[config.mk]
export PLATFORM = sky130hd
export DESIGN_NAME = huffman_cost_min_heap_core
export DESIGN_NICKNAME = d
export VERILOG_FILES = /design/src/rtl/core/hcmh_pkg.sv /design/src/rtl/core/hcmh_ram.sv /design/src/rtl/core/hcmh_min_unit.sv /design/src/rtl/core/huffman_cost_min_heap_core.sv
export SDC_FILE = /design/constraint.sdc
export NUM_CORES = 2
export LEC_CHECK = 0
export BUFFER_PORTS_ARGS = -buffer_cell sky130_fd_sc_hd__buf_2
export CAP_MARGIN = 20
export CELL_PAD_IN_SITES_DETAIL_PLACEMENT = 2
export CELL_PAD_IN_SITES_GLOBAL_PLACEMENT = 2
export CORE_AREA = 2 2 451 453
export CTS_CLUSTER_DIAMETER = 60
export CTS_CLUSTER_SIZE = 30
export DETAILED_ROUTE_END_ITERATION = 8
export DIE_AREA = 0 0 453 455
export PLACE_DENSITY_LB_ADDON = 0.1
export SLEW_MARGIN = 5
export SYNTH_ARGS = -nofsm -noshare
export SYNTH_HDL_FRONTEND = slang
export SYNTH_SLANG_ARGS = --single-unit
[constraint.sdc]
create_clock -name clk -period 15.9 [get_ports clk]
set_input_delay 0.795 -clock clk [delete_from_list [all_inputs] [get_ports clk]]
set_output_delay 0.795 -clock clk [all_outputs]
set_load 0.005 [all_outputs]
[src/rtl/core/hcmh_pkg.sv]
// hcmh_pkg: shared constants and state encodings for the huffman cost min-heap core
// no dependencies
package hcmh_pkg;

  // default sizing of the weight store
  localparam int MAX_SYMBOLS_DEF = 64;
  localparam int FREQ_BITS_DEF   = 16;

  // fixed widths of the item and result fields
  localparam int FREQ_W  = 16;
  localparam int COST_W  = 32;
  localparam int COUNT_W = 7;

  // sequencer states, one-hot
  typedef enum logic [11:0] {
    ST_IDLE      = 12'b0000_0000_0001,
    ST_HEAP_NEXT = 12'b0000_0000_0010,
    ST_GET_V     = 12'b0000_0000_0100,
    ST_SD_RD     = 12'b0000_0000_1000,
    ST_SD_CMP1   = 12'b0000_0001_0000,
    ST_SD_CMP2   = 12'b0000_0010_0000,
    ST_MERGE     = 12'b0000_0100_0000,
    ST_POP       = 12'b0000_1000_0000,
    ST_REPL_RD   = 12'b0001_0000_0000,
    ST_REPL      = 12'b0010_0000_0000,
    ST_COST      = 12'b0100_0000_0000,
    ST_OUT       = 12'b1000_0000_0000
  } state_t;

  // what a finished sift-down returns to
  typedef enum logic [2:0] {
    PH_BUILD = 3'b001,
    PH_POP   = 3'b010,
    PH_REPL  = 3'b100
  } phase_t;

endpackage

[src/rtl/core/hcmh_ram.sv]
// hcmh_ram: generic single-write, dual-read RAM with registered read data
// no dependencies
module hcmh_ram #(
  parameter int WIDTH = 8,
  parameter int DEPTH = 16
) (
  input  logic                     clk,
  input  logic                     we,
  input  logic [$clog2(DEPTH)-1:0] waddr,
  input  logic [WIDTH-1:0]         wdata,
  input  logic [$clog2(DEPTH)-1:0] raddr0,
  input  logic [$clog2(DEPTH)-1:0] raddr1,
  output logic [WIDTH-1:0]         rdata0,
  output logic [WIDTH-1:0]         rdata1
);

  logic [WIDTH-1:0] mem [DEPTH];

  // write port
  always_ff @(posedge clk) begin
    if (we) begin
      mem[waddr] <= wdata;
    end
  end

  // two registered read ports
  always_ff @(posedge clk) begin
    rdata0 <= mem[raddr0];
    rdata1 <= mem[raddr1];
  end

endmodule

[src/rtl/core/hcmh_min_unit.sv]
// hcmh_min_unit: shared weight comparator, picks the smaller of two weights
// no dependencies
module hcmh_min_unit #(
  parameter int WIDTH = 8
) (
  input  logic [WIDTH-1:0] a,
  input  logic [WIDTH-1:0] b,
  input  logic             b_ok,
  output logic             take_b,
  output logic [WIDTH-1:0] min_val
);

  // b wins only when present and strictly smaller, so ties keep a
  assign take_b  = b_ok && (b < a);
  assign min_val = take_b ? b : a;

endmodule

[src/rtl/core/huffman_cost_min_heap_core.sv]
// huffman_cost_min_heap_core: optimal huffman weighted path length over a min-heap
// depends on hcmh_pkg, hcmh_ram and hcmh_min_unit
//
// Frequencies arrive one item per cycle while the core is idle; zero ones are skipped and
// nonzero ones are appended to a MAX_SYMBOLS-entry weight RAM (extra ones set the overflow
// flag and are dropped). The item with last set also starts the computation and in_ready stays
// low until it ends: the RAM is heapified bottom-up, then the two smallest weights are merged
// repeatedly (pop the root, add it to the new root, sift the sum down) until one weight is
// left. Every step runs through one sift-down sequencer with a single shared comparator and a
// RAM with registered reads, so each heap level takes a read, a compare of the two children and
// a compare of the smaller child against the moving weight. One result item carries the
// saturating 32-bit cost (0 for zero or one symbol), the accepted symbol count and the overflow
// flag; the core then clears itself and may take the next set's items while that result still
// waits on out_ready.
module huffman_cost_min_heap_core #(
  parameter int MAX_SYMBOLS = hcmh_pkg::MAX_SYMBOLS_DEF,
  parameter int FREQ_BITS   = hcmh_pkg::FREQ_BITS_DEF
) (
  input  logic                         clk,
  input  logic                         rst_n,
  input  logic                         in_valid,
  output logic                         in_ready,
  input  logic [hcmh_pkg::FREQ_W-1:0]  in_frequency,
  input  logic                         in_last,
  output logic                         out_valid,
  input  logic                         out_ready,
  output logic [hcmh_pkg::COST_W-1:0]  out_total_cost,
  output logic [hcmh_pkg::COUNT_W-1:0] out_symbol_count,
  output logic                         out_overflow
);

  localparam int AW      = $clog2(MAX_SYMBOLS);
  localparam int W       = FREQ_BITS + AW;
  localparam int CW      = $clog2(MAX_SYMBOLS + 1);
  localparam int IW      = CW + 1;
  localparam int FB_USED = (FREQ_BITS < hcmh_pkg::FREQ_W) ? FREQ_BITS : hcmh_pkg::FREQ_W;
  localparam logic [hcmh_pkg::FREQ_W-1:0] FMASK =
    hcmh_pkg::FREQ_W'((64'(1) << FB_USED) - 64'(1));

  hcmh_pkg::state_t state_r, state_nxt;
  hcmh_pkg::phase_t phase_r, phase_nxt;

  logic [CW-1:0] cnt_r, cnt_nxt;
  logic [CW-1:0] heap_n_r, heap_n_nxt;
  logic [CW-1:0] i_r, i_nxt;
  logic [IW-1:0] pos_r, pos_nxt;
  logic [IW-1:0] cpos_r, cpos_nxt;
  logic [W-1:0]  v_r, v_nxt;
  logic [W-1:0]  a_r, a_nxt;
  logic [W-1:0]  cv_r, cv_nxt;
  logic [hcmh_pkg::COST_W-1:0] cost_r, cost_nxt;
  logic          ovf_r, ovf_nxt;

  logic                         out_valid_r, out_valid_nxt;
  logic [hcmh_pkg::COST_W-1:0]  out_cost_r, out_cost_nxt;
  logic [hcmh_pkg::COUNT_W-1:0] out_cnt_r, out_cnt_nxt;
  logic                         out_ovf_r, out_ovf_nxt;

  // ram ports
  logic          ram_we;
  logic [AW-1:0] ram_waddr;
  logic [W-1:0]  ram_wdata;
  logic [AW-1:0] ram_raddr0;
  logic [AW-1:0] ram_raddr1;
  logic [W-1:0]  ram_rdata0;
  logic [W-1:0]  ram_rdata1;

  // shared comparator ports
  logic [W-1:0] cmp_a;
  logic [W-1:0] cmp_b;
  logic         cmp_b_ok;
  logic         cmp_take_b;
  logic [W-1:0] cmp_min;

  logic [hcmh_pkg::FREQ_W-1:0] f_masked;
  logic [W-1:0]                f_w;
  logic                        f_nz;
  logic                        full;
  logic                        in_acc;
  logic [CW-1:0]               cnt_inc;
  logic [IW-1:0]               c_idx;
  logic [IW-1:0]               c1_idx;
  logic                        has_child;
  logic                        has_right;
  logic                        sift_done;
  logic                        out_load;
  logic [hcmh_pkg::COST_W:0]   cost_sum_ext;

  hcmh_ram #(
    .WIDTH (W),
    .DEPTH (MAX_SYMBOLS)
  ) u_heap_ram (
    .clk    (clk),
    .we     (ram_we),
    .waddr  (ram_waddr),
    .wdata  (ram_wdata),
    .raddr0 (ram_raddr0),
    .raddr1 (ram_raddr1),
    .rdata0 (ram_rdata0),
    .rdata1 (ram_rdata1)
  );

  hcmh_min_unit #(
    .WIDTH (W)
  ) u_min (
    .a       (cmp_a),
    .b       (cmp_b),
    .b_ok    (cmp_b_ok),
    .take_b  (cmp_take_b),
    .min_val (cmp_min)
  );

  // input item decode
  assign f_masked = in_frequency & FMASK;
  assign f_w      = W'(f_masked);
  assign f_nz     = |f_masked;
  assign full     = (cnt_r == CW'(MAX_SYMBOLS));
  assign cnt_inc  = (f_nz && !full) ? cnt_r + CW'(1) : cnt_r;
  assign in_ready = (state_r == hcmh_pkg::ST_IDLE);
  assign in_acc   = in_valid && in_ready;

  // heap child indexes, 1-based
  assign c_idx     = pos_r << 1;
  assign c1_idx    = c_idx + IW'(1);
  assign has_child = (c_idx <= IW'(heap_n_r));
  assign has_right = (c1_idx <= IW'(heap_n_r));

  // comparator operand select: children first, then winner against moving weight
  always_comb begin
    if (state_r == hcmh_pkg::ST_SD_CMP1) begin
      cmp_a    = ram_rdata0;
      cmp_b    = ram_rdata1;
      cmp_b_ok = has_right;
    end else begin
      cmp_a    = v_r;
      cmp_b    = cv_r;
      cmp_b_ok = 1'b1;
    end
  end

  // saturating cost accumulate
  assign cost_sum_ext = {1'b0, cost_r} + (hcmh_pkg::COST_W + 1)'(v_r);

  assign out_load = (state_r == hcmh_pkg::ST_OUT) && (!out_valid_r || out_ready);

  // sequencer
  always_comb begin
    state_nxt  = state_r;
    phase_nxt  = phase_r;
    cnt_nxt    = cnt_r;
    heap_n_nxt = heap_n_r;
    i_nxt      = i_r;
    pos_nxt    = pos_r;
    cpos_nxt   = cpos_r;
    v_nxt      = v_r;
    a_nxt      = a_r;
    cv_nxt     = cv_r;
    cost_nxt   = cost_r;
    ovf_nxt    = ovf_r;
    ram_we     = 1'b0;
    ram_waddr  = AW'(pos_r - IW'(1));
    ram_wdata  = v_r;
    ram_raddr0 = '0;
    ram_raddr1 = '0;
    sift_done  = 1'b0;

    unique case (state_r)
      hcmh_pkg::ST_IDLE: begin
        if (in_acc) begin
          if (f_nz) begin
            if (!full) begin
              ram_we    = 1'b1;
              ram_waddr = AW'(cnt_r);
              ram_wdata = f_w;
            end else begin
              ovf_nxt = 1'b1;
            end
          end
          cnt_nxt = cnt_inc;
          if (in_last) begin
            heap_n_nxt = cnt_inc;
            i_nxt      = cnt_inc >> 1;
            phase_nxt  = hcmh_pkg::PH_BUILD;
            state_nxt  = hcmh_pkg::ST_HEAP_NEXT;
          end
        end
      end
      hcmh_pkg::ST_HEAP_NEXT: begin
        if (i_r == '0) begin
          state_nxt = hcmh_pkg::ST_MERGE;
        end else begin
          ram_raddr0 = AW'(i_r - CW'(1));
          pos_nxt    = IW'(i_r);
          state_nxt  = hcmh_pkg::ST_GET_V;
        end
      end
      hcmh_pkg::ST_GET_V: begin
        v_nxt     = ram_rdata0;
        state_nxt = hcmh_pkg::ST_SD_RD;
      end
      hcmh_pkg::ST_SD_RD: begin
        if (!has_child) begin
          ram_we    = 1'b1;
          sift_done = 1'b1;
        end else begin
          ram_raddr0 = AW'(c_idx - IW'(1));
          ram_raddr1 = AW'(c_idx);
          state_nxt  = hcmh_pkg::ST_SD_CMP1;
        end
      end
      hcmh_pkg::ST_SD_CMP1: begin
        cv_nxt    = cmp_min;
        cpos_nxt  = cmp_take_b ? c1_idx : c_idx;
        state_nxt = hcmh_pkg::ST_SD_CMP2;
      end
      hcmh_pkg::ST_SD_CMP2: begin
        ram_we = 1'b1;
        if (cmp_take_b) begin
          // child is smaller: move it up and descend
          ram_wdata = cv_r;
          pos_nxt   = cpos_r;
          state_nxt = hcmh_pkg::ST_SD_RD;
        end else begin
          sift_done = 1'b1;
        end
      end
      hcmh_pkg::ST_MERGE: begin
        if (heap_n_r <= CW'(1)) begin
          state_nxt = hcmh_pkg::ST_OUT;
        end else begin
          ram_raddr0 = '0;
          ram_raddr1 = AW'(heap_n_r - CW'(1));
          state_nxt  = hcmh_pkg::ST_POP;
        end
      end
      hcmh_pkg::ST_POP: begin
        a_nxt      = ram_rdata0;
        v_nxt      = ram_rdata1;
        heap_n_nxt = heap_n_r - CW'(1);
        pos_nxt    = IW'(1);
        phase_nxt  = hcmh_pkg::PH_POP;
        state_nxt  = hcmh_pkg::ST_SD_RD;
      end
      hcmh_pkg::ST_REPL_RD: begin
        ram_raddr0 = '0;
        state_nxt  = hcmh_pkg::ST_REPL;
      end
      hcmh_pkg::ST_REPL: begin
        v_nxt     = a_r + ram_rdata0;
        state_nxt = hcmh_pkg::ST_COST;
      end
      hcmh_pkg::ST_COST: begin
        cost_nxt  = cost_sum_ext[hcmh_pkg::COST_W] ? '1 : cost_sum_ext[hcmh_pkg::COST_W-1:0];
        pos_nxt   = IW'(1);
        phase_nxt = hcmh_pkg::PH_REPL;
        state_nxt = hcmh_pkg::ST_SD_RD;
      end
      hcmh_pkg::ST_OUT: begin
        if (out_load) begin
          cnt_nxt    = '0;
          heap_n_nxt = '0;
          cost_nxt   = '0;
          ovf_nxt    = 1'b0;
          state_nxt  = hcmh_pkg::ST_IDLE;
        end
      end
      default: begin
        state_nxt = hcmh_pkg::ST_IDLE;
      end
    endcase

    // sift-down finished: return to the caller
    if (sift_done) begin
      unique case (phase_r)
        hcmh_pkg::PH_BUILD: begin
          i_nxt     = i_r - CW'(1);
          state_nxt = hcmh_pkg::ST_HEAP_NEXT;
        end
        hcmh_pkg::PH_POP: begin
          state_nxt = hcmh_pkg::ST_REPL_RD;
        end
        hcmh_pkg::PH_REPL: begin
          state_nxt = hcmh_pkg::ST_MERGE;
        end
        default: begin
          state_nxt = hcmh_pkg::ST_MERGE;
        end
      endcase
    end
  end

  // result register
  always_comb begin
    out_valid_nxt = out_valid_r && !out_ready;
    out_cost_nxt  = out_cost_r;
    out_cnt_nxt   = out_cnt_r;
    out_ovf_nxt   = out_ovf_r;
    if (out_load) begin
      out_valid_nxt = 1'b1;
      out_cost_nxt  = cost_r;
      out_cnt_nxt   = hcmh_pkg::COUNT_W'(cnt_r);
      out_ovf_nxt   = ovf_r;
    end
  end

  // control registers
  always_ff @(posedge clk) begin
    if (!rst_n) begin
      state_r     <= hcmh_pkg::ST_IDLE;
      phase_r     <= hcmh_pkg::PH_BUILD;
      cnt_r       <= '0;
      heap_n_r    <= '0;
      cost_r      <= '0;
      ovf_r       <= 1'b0;
      out_valid_r <= 1'b0;
    end else begin
      state_r     <= state_nxt;
      phase_r     <= phase_nxt;
      cnt_r       <= cnt_nxt;
      heap_n_r    <= heap_n_nxt;
      cost_r      <= cost_nxt;
      ovf_r       <= ovf_nxt;
      out_valid_r <= out_valid_nxt;
    end
  end

  // datapath registers
  always_ff @(posedge clk) begin
    i_r        <= i_nxt;
    pos_r      <= pos_nxt;
    cpos_r     <= cpos_nxt;
    v_r        <= v_nxt;
    a_r        <= a_nxt;
    cv_r       <= cv_nxt;
    out_cost_r <= out_cost_nxt;
    out_cnt_r  <= out_cnt_nxt;
    out_ovf_r  <= out_ovf_nxt;
  end

  assign out_valid        = out_valid_r;
  assign out_total_cost   = out_cost_r;
  assign out_symbol_count = out_cnt_r;
  assign out_overflow     = out_ovf_r;

  // working heap size never exceeds the accepted count, which never exceeds the store
  a_heap_size: assert property (@(posedge clk) disable iff (!rst_n)
    (heap_n_r <= cnt_r) && (cnt_r <= CW'(MAX_SYMBOLS)))
    else $error("heap size out of range");

  // compare steps only ever work on a node inside the heap
  a_sift_pos: assert property (@(posedge clk) disable iff (!rst_n)
    (state_r == hcmh_pkg::ST_SD_CMP1 || state_r == hcmh_pkg::ST_SD_CMP2) |->
      (pos_r != '0) && (pos_r <= IW'(heap_n_r)))
    else $error("sift position outside heap");

  // handing off a result clears the set and raises out_valid
  a_clear_after_result: assert property (@(posedge clk) disable iff (!rst_n)
    (state_r == hcmh_pkg::ST_OUT && (!out_valid_r || out_ready)) |=>
      (cnt_r == '0) && (cost_r == '0) && !ovf_r && out_valid_r &&
      (state_r == hcmh_pkg::ST_IDLE))
    else $error("set not cleared after result");

endmodule
==> results.txt <==
worst path bufs/invs: 4
DIE AREA: 206,000 um^2
via/cell ratio: 6.90
crit-path max FO: 92
sum of negative setup slack: 0 ns
Pwr Density: 104 nW/um^2
initial antenna violation count: 35
# DRC: 0
via count: 63,100
cell repeated most along the worst path: buf_4
Min Clock Period, post-route: 6.66 ns
Critical Path Start Type: flop
area of the core: 201,000 um^2
clk slew on worst S/H paths: 0.07 ns
cell family with most CP delay: buffers and inverters
dpl cells: 8,823
Die H: 455 um
Leak: 31.3 nW
Worst IR Drop VDD: 115 uV
Post-CTS Hold Fix Bufs: 0
RSZ-0062 raised after global routing: no
Post-Syn Instances: 6,249
crit path DAT: 7.36 ns
max cap viols: 0
# nets final: 6,424
Tightest Hold Check Type: in2reg
GRT Util Overall: 0.374
# IOs: 63
Max Clock Skew: 0.0522 ns
largest net degree at the start of global routing: 107
number of I/O port buffers: 62
DP Worst Slack: 9.44 ns
first-pass GRT wire length: 533 mm
detailed placer's ending HPWL: 253 mm
Core Rows: 165
final hold violations: 0
slew margin rel.: 0.0270
clock tree buffer depth: 3
sequential share of the synthesized area: 0.601
antenna-violating nets left: 0
Synth Cell Area: 80,200 um^2
vias in the first global route: 64,000
Net Count, Synth: 6,350
clock latency at the later pin of the worst-skew pair: 0.87 ns
gr ovfl total: 0
router iterations before antenna repair: 5
CTS resizes: 0
fmax: 0.150 GHz
Area Growth Syn to Fin: 12.9%
power after layout: 0.00945 W
Critical Path End Type: flop
CTS H-Tree Depth: 4
Post-Layout Cell Count: 9,148
Iter 0 DRT Violations: 8,372
Num CTS Buffers: 159
Worst path slowest cell: buf_4
Fin Hold WS: 0.319 ns
Die W: 453 um
drt total wl: 391 mm
worst-margin pin slew: 1.46 ns
crit path cell chain: ha_1 > nand4b_1 > o211ai_1 > o22ai_2 > buf_4 > a31o_4 > buf_12 > buf_4 > buf_4 > mux4_2 > mux2_2 > a221o_1 > a21oi_1 > a31oi_1
root buf cell: clkbuf_16
proportion of layout cells with a drive suffix above 1: 0.176
CTS tree: built
Slew Limit Fails: 0
fin worst setup slack: 9.24 ns
min-delay src: rst_n
Crit. Startpoint: pos_r[4]
status: completed
Final period util: 0.419
Final setup viols: 0
GPL Wtd Cong: 0.935
Syn Area/Cell: 12.8 um^2
Crit Path Class: reg2reg
CP max stage delay: 0.73 ns
ys async rst share: 0
Starting Density: 0.398
Synth warnings: 0
Worst EP required: 16.60 ns
worst r2r src: pos_r[4]
WL/cell: 42.7 um
post-synth cell types: 90
EDFF count, synth: 1,528
setup repair bufs after CTS: 0
#FFs+latches synth: 1,642
main flop type after synthesis: edfxtp_1
clk sink count: 1,642
[synthesized netlist by cell type, types with 116 or more instances]
library cell | number | area, um^2
a211oi_1 | 135 | 1010
a21oi_1 | 211 | 1060
a31oi_1 | 156 | 976
and3_1 | 142 | 888
clkbuf_1 | 228 | 856
edfxtp_1 | 1528 | 45900
mux2i_1 | 338 | 3380
mux4_2 | 303 | 6820
nand2_1 | 1217 | 4570
nand3_1 | 353 | 1770
nor2_1 | 186 | 698
o21ai_0 | 116 | 581
[routing by layer]
layer,share of wire,wire length (um),GRT usage,vias to the layer above
li1,-,-,-,24600
met2,0.45,175000,0.578,3819
met5,0.00033,128,0,-
met4,0.075,29500,0.240,20
met3,0.10,40200,0.0903,1028
met1,0.37,146000,0.471,33700
[metrics by stage]
step	util	area, um^2
floorplan	-	80200
global placement	0.421	84800
detailed placement	0.422	84900
CTS	0.449	90300
global route	0.449	90400
finish	0.450	90500
[final cells by class]
type,instances,area (um^2)
fillers,19600,111000
flip-flops and latches,1642,48200
well taps,2672,3340
repair buffers,346,2590
clock inverters,122,1310
inverters,66,248
diodes,17,42.5
clock buffers,175,4120
multi-input cells,4108,30700
[power breakdown]
group	switching, W	internal, W
Sequential	0.0000450	0.00478
Combinational	0.000416	0.000127
Clock	0.00196	0.00212
[path summary, 6_finish.rpt]
kind | endpoint | slack (ns) | cells past startpoint
worst min-delay path | phase_r[0] | 0.32 | 2
worst max register to register | u_heap_ram.rdata1[10] | 9.24 | 14
worst min register to register | out_overflow | 0.43 | 0
worst max-delay path | u_heap_ram.rdata1[10] | 9.24 | 14
[worst register-to-register path: stages (launching register included)]
cell and delay, ns:
edfxtp_1 0.55, ha_1 0.38, nand4b_1 0.20, o211ai_1 0.42, o22ai_2 0.22, buf_4 0.30
a31o_4 0.67, buf_12 0.63, buf_4 0.86, buf_4 0.78, mux4_2 0.47, mux2_2 0.29
a221o_1 0.29, a21oi_1 0.40, a31oi_1 0.08
[sequential cells by signal, indices dropped and copies added, names as in the netlist, 3 cells and up]
name               count
u_heap_ram.mem      1408
cost_r                32
out_total_cost        32
a_r                   22
cv_r                  22
u_heap_ram.rdata0     22
u_heap_ram.rdata1     22
v_r                   22
state_r               12
cnt_r                  7
cpos_r                 7
heap_n_r               7
i_r                    7
out_symbol_count       7
pos_r                  7
phase_r                3
[cells by family (layout without fill, tap and decap cells)]
group,count (synthesis),after routing,synth area share
adder cells (fa/ha/maj),80,80,0.0127
other,0,17,0
buffers and inverters,499,709,0.0281
AND/OR/NAND/NOR,2122,2122,0.117
flip-flops,1642,1642,0.601
XOR/XNOR,61,61,0.00666
AO/OA/AOI/OAI,1167,1167,0.103
multiplexers,678,678,0.133
[placed cells by master, fill, tap and decap left out, types with 64 or more instances in the layout]
cell type / synthesis / layout
edfxtp_1: 1528 / 1528
clkbuf_16: 0 / 162
buf_2: 114 / 64
o21ai_0: 116 / 107
a31oi_1: 156 / 156
buf_4: 34 / 263
a21oi_1: 211 / 208
a211oi_1: 135 / 131
ha_1: 78 / 78
nand2_1: 1217 / 1198
dfxtp_1: 114 / 114
mux4_2: 303 / 303
mux2i_1: 338 / 338
and3_1: 142 / 142
nor2_1: 186 / 108
nand3_1: 353 / 353
(Power assumes the default switching activity.)
